## src/dbpq_pkg.sv

```systemverilog
package dbpq_pkg;

  localparam int CAPACITY    = 64;
  localparam int KEY_BITS    = 8;
  localparam int HANDLE_BITS = 16;
  localparam int CNT_BITS    = $clog2(CAPACITY + 1);

  localparam logic [1:0] KIND_ADD       = 2'd0;
  localparam logic [1:0] KIND_TAKE_LOW  = 2'd1;
  localparam logic [1:0] KIND_TAKE_HIGH = 2'd2;

  localparam logic [1:0] STATUS_DONE  = 2'd0;
  localparam logic [1:0] STATUS_EMPTY = 2'd1;
  localparam logic [1:0] STATUS_FULL  = 2'd2;

  localparam logic [1:0] OP_HOLD     = 2'd0;
  localparam logic [1:0] OP_INSERT   = 2'd1;
  localparam logic [1:0] OP_POP_LOW  = 2'd2;
  localparam logic [1:0] OP_POP_HIGH = 2'd3;

  typedef struct packed {
    logic                   valid;
    logic [KEY_BITS-1:0]    key;
    logic [HANDLE_BITS-1:0] handle;
  } entry_t;

  typedef struct packed {
    logic [1:0]             op;
    logic [KEY_BITS-1:0]    key;
    logic [HANDLE_BITS-1:0] handle;
    logic [KEY_BITS-1:0]    top;
  } cmd_t;

endpackage

```

## src/dbpq_cell.sv

```systemverilog
module dbpq_cell
  import dbpq_pkg::*;
(
  input  logic   clk,
  input  logic   rst,
  input  cmd_t   cmd,
  input  entry_t left_entry,
  input  logic   left_keep,
  input  logic   left_match,
  input  entry_t right_entry,
  output entry_t entry,
  output logic   keep,
  output logic   match,
  output logic   first
);

  entry_t entry_next;
  entry_t new_entry;

  assign keep  = entry.valid && (entry.key <= cmd.key);
  assign match = entry.valid && (entry.key == cmd.top);
  assign first = match && !left_match;

  always_comb begin
    new_entry.valid  = 1'b1;
    new_entry.key    = cmd.key;
    new_entry.handle = cmd.handle;
    entry_next = entry;
    case (cmd.op)
      OP_INSERT: begin
        // insert after every entry with key not above the new one
        if (!keep) begin
          entry_next = left_keep ? new_entry : left_entry;
        end
      end
      OP_POP_LOW: begin
        entry_next = right_entry;
      end
      OP_POP_HIGH: begin
        // close the gap left by the oldest entry of the top key group
        if (!entry.valid || match) begin
          entry_next = right_entry;
        end
      end
      default: begin
        entry_next = entry;
      end
    endcase
  end

  always_ff @(posedge clk) begin
    if (rst) begin
      entry.valid <= 1'b0;
    end else begin
      entry.valid <= entry_next.valid;
    end
    entry.key    <= entry_next.key;
    entry.handle <= entry_next.handle;
  end

endmodule

```

## config.mk

```make
export PLATFORM = sky130hd
export DESIGN_NAME = dbpq_cell
export DESIGN_NICKNAME = d
export VERILOG_FILES = /design/src/dbpq_pkg.sv /design/src/dbpq_cell.sv
export SDC_FILE = /design/constraint.sdc
export NUM_CORES = 1
export LEC_CHECK = 0
export BUFFER_PORTS_ARGS = -buffer_cell sky130_fd_sc_hd__clkbuf_2
export CAP_MARGIN = 20
export CORE_MARGIN = 4
export CORE_UTILIZATION = 40
export CTS_CLUSTER_DIAMETER = 60
export DETAILED_ROUTE_END_ITERATION = 6
export PLACE_DENSITY = 0.84
export SYNTH_ARGS = -nofsm -noshare
export SYNTH_HDL_FRONTEND = slang
export SYNTH_SLANG_ARGS = --single-unit
export TNS_END_PERCENT = 5
```

## constraint.sdc

```tcl
create_clock -name clk -period 4.4 [get_ports clk]
set_input_delay 0.44 -clock clk [delete_from_list [all_inputs] [get_ports clk]]
set_output_delay 0.44 -clock clk [all_outputs]
set_load 0.02 [all_outputs]
```

# Word-level counts from Yosys, hierarchy flattened
# Cells that the tools add are included.
# totals
register_bits	25
in_bits	88
elab_cells	22
# op_classes
order_cmp	1
eq_ne	6
n_mux	4
n_reduce_logical	8
# op_table
op	count
25-bit 2-to-1 mux	3
25-bit one-hot mux with 3 select lines	1
8-bit equality test	1
8-bit less-or-equal comparator	1
2-bit equality test, second input constant	2
2-bit inequality test, second input constant	2
1-bit logical AND	3
3-bit AND reduction	1
3-bit nonzero test	1
2-bit by 1-bit equality test with 1-bit output, second input constant	1
1-bit logical NOT	2
1-bit logical OR	1

# Depth between registers and ports, before layout
# depth
ltp_word	5
mapped_depth	7
ltp_nobuf	7

# Worst setup path before layout
# Ideal clock, no wire load.
# synth_path
path_type	flip-flop to flip-flop
start	register entry[17] (netlist name)
end	register entry[0] (netlist name), enable pin
t_arrival_ps	3144
t_required_ps	3962
setup_slack_ps	818
path_stages_with_launch	7
path_buffers	0
synth_period_minus_slack_ps	3582
cell_sequence	edfxtp_1 ha_1 nor2b_1 o211ai_1 a21oi_1 o41ai_4 o21ai_0
# synth_rtl
element	line	source
start, declared	dbpq_cell.sv:11	output entry_t entry,
8-bit less-or-equal comparator	dbpq_cell.sv:20	assign keep = entry.valid && (entry.key <= cmd.key);
1-bit logical AND	dbpq_cell.sv:20	
net keep	dbpq_cell.sv:12	output logic keep,
2-bit inequality test (no source line)	-	
3-bit AND reduction (no source line)	-	
# The timed path passes the listed nets, and every way through them passes these cells.
# A chain may end at the register's enable or synchronous reset.

# Final worst setup path
# layout_path
start	register entry[17] (netlist name)
end	output port keep
# layout_between
elab_chain_cells	2
# layout_rtl
element	line
8-bit less-or-equal comparator	dbpq_cell.sv:20
1-bit logical AND	dbpq_cell.sv:20
end, declared	dbpq_cell.sv:12
# Every way passes these cells.

==> reports/qor.csv <==
metric,value,unit
status,finished clean,
"slowest stage delay, CP",0.46,ns
Wirelength per Cell,12.43,um
Yosys reg bits,25,
"top cells by area, synth","edfxtp_1 45%, mux2i_1 15%, o21ai_0 8.8%",
Post-Place Worst Slack,2.127,ns
Power Dens Cells,276.0,nW/um^2
critical path type,register to output port,
largest net degree at the start of global routing,51,
Layout fillers,356,
First DRT Iteration DRCs,48,
final hold violation count,0,
DRT Pass-1 Iters,4,
Clk Tree Root Cell,clkbuf_8,
Sw Pwr,183.5,uW
Worst EP arrival,1.99,ns
Slew @ Worst Pin,0.8251,ns
HPWL Detailed,3191,um
Syn Area/Cell,10.30,sq um
critical-path cell list,ha_1 -> nor2b_1 -> o211ai_1 -> a21oi_1 -> o41ai_4 -> clkbuf_2,
Period minus WS final,2.432,ns
Leak,0.001153,uW
initial antenna violation count,0,
dominant cell type by area after synthesis,edfxtp_1,
Top Layer Used,met4,
Layout Nets,364,
switching share of power,29.49,%
Ant. Diodes,0,
Die Wd,71.18,um
Port Buffers,115,
GPL Wtd Cong,0.7257,
Internal,438.8,uW
clk sinks,25,
Max IR drop VDD,143.0,uV
RSZ-0062 raised after global routing,no,
Die ar.,5066,sq um
max reg flops,25,
ratio of cells with drive above 1 in the final layout,45.69,%
Post-Syn Instances,155,
CTS Buffer Depth,2,
Pwr Total,622.3,uW
first-pass GRT wire length,6244,um
Synth top area share,45.14,%
Max-Cap Viols,0,
fmax,0.4112,GHz
via count,1511,
Die Ht,71.18,um
YS warnings,0,
"Slew Viols, Final",0,
total track usage,15.17,%
Vias/cell,4.797,
Hold WC Path Type,primary input to register,
Final period util,55.27,%
clock latency on the worst-skew pair,0.26,ns
# H-tree levels,1,
clk_skew,0.003314,ns
sequential share of the synthesized area,46.39,%
row cnt,22,
ANT nets after route,0,
vias in the first global route,1449,
Placed Area,2210,sq um
required time of the critical path,3.96,ns
cell area after synthesis,1597,sq um
final setup vio count,0,
clock power share,21.5,%
DRT met1 WL,1492,um
hold_buf cts,0,
Setup crit end kind,output port,
"Clk pin slew, worst setup/hold paths",0.08,ns
reg-to-reg setup timing slack,2.30,ns
Rel. slew slack,44.99,%
Top Registers,entry: 25 flops,
cts repair resizes,0,
metal3 WL,511,um
met2 WL,1887,um
setup TNS,0,ns
Most used DFF post-synth,edfxtp_1,
Area Growth Syn to Fin,41.22,%
Finished Layout Cells,315,
core footprint,3771,sq um
largest fanout on the critical path,3,
# IOs,116,
CTS tree,done,
DRC,0,
Setup crit start kind,register,
fin area,2255,sq um
Seq pwr share,48.9,%
fraction of registers with async set/reset,0,%
final wirelength,3916,um
postcts setup bufs,0,
min setup slack post-route,1.968,ns
Biggest register,entry,
commonest cells in the netlist,"28 x o21ai_0, 26 x nand2_1, 24 x edfxtp_1, 24 x mux2i_1, 11 x inv_1",
grt ovf,0,
starting density of the core,42.34,%
CTS Buf Count,3,
synth unique cells,21,
Crit-path slowest cell,edfxtp_1,
Cell Count Post-Placement,311,
Post-synth EDFFs,24,
cell with the most instances after synthesis,o21ai_0,
Synth Net Count,251,
combinational fraction of design power,29.6,%
final cells by class:
type / count / area (sq um) / area share [%]
clock buffer: 4 / 45.04 / 1.998
multi-input combinational: 111 / 784.5 / 34.79
inverter: 11 / 41.29 / 1.831
sequential: 25 / 740.7 / 32.85
tap: 48 / 60.06 / 2.664
timing repair buffer: 116 / 583.1 / 25.86
path summary, 6_finish.rpt:
| path | start | cells after the start | end |
|---|---|---|---|
| worst max-delay path | entry[17] | 6 | keep |
| worst min-delay path | rst | 3 | entry[24] |
| worst max register to register | entry[17] | 7 | entry[12] |
| worst min register to register | entry[24] | 3 | entry[24] |
metrics by stage:
step	util [%]	hold slack, ns
floorplan	-	0.6053
global placement	58.59	0.7119
detailed placement	58.59	0.7015
CTS	59.79	0.4270
global route	59.79	0.4375
finish	59.79	0.4306
worst max-delay path, delay by kind of cell (launching register included):
kind | cells | cell delay, ns
compound gates | 3 | 0.60
flops | 1 | 0.46
fa+ha+maj | 1 | 0.32
buf+inv | 1 | 0.24
simple gates | 1 | 0.13
layout by cell type, fill, tap and decap left out:
cell type,count
nand2_1,26
o21ai_0,27
nor2_1,2
xnor2_1,8
a211oi_2,1
mux2i_1,24
nor3_1,1
buf_4,1
o211ai_1,2
o221a_1,1
nor4_1,1
o21ai_2,1
o41ai_4,1
edfxtp_1,24
clkbuf_2,115
clkbuf_1,1
ha_1,8
clkbuf_8,3
inv_1,11
dfxtp_1,1
a21oi_1,2
nand4_1,4
or3_1,1
nor2b_1,1
power groups by stage:
| stage | sequential [uW] | combinational (uW) | clock [uW] |
|---|---|---|---|
| after floorplan | 341 | 76.5 | 0 |
| after global placement | 309 | 183 | 0 |
| after detailed placement | 310 | 187 | 0 |
| after CTS | 305 | 187 | 139 |
| after global routing | 308 | 205 | 146 |
| final | 304 | 184 | 134 |
routing by layer:
| layer | track usage (%) | vias to the layer above |
|---|---|---|
| li1 | - | 782 |
| met1 | 16.87 | 647 |
| met2 | 27.24 | 80 |
| met3 | 5.540 | 2 |
| met4 | 3.758 | 0 |
| met5 | 0 | - |
logic make-up after synthesis:
kind of cell / after synthesis / share of synthesized area, %
adder cells (fa/ha/maj): 8 / 6.270
buffers and inverters: 19 / 4.702
multiplexers: 24 / 15.05
XOR/XNOR: 8 / 4.389
AND/OR/NAND/NOR: 36 / 9.640
AO/OA/AOI/OAI: 35 / 13.56
flip-flops: 25 / 46.39
(Power assumes the default switching activity.)
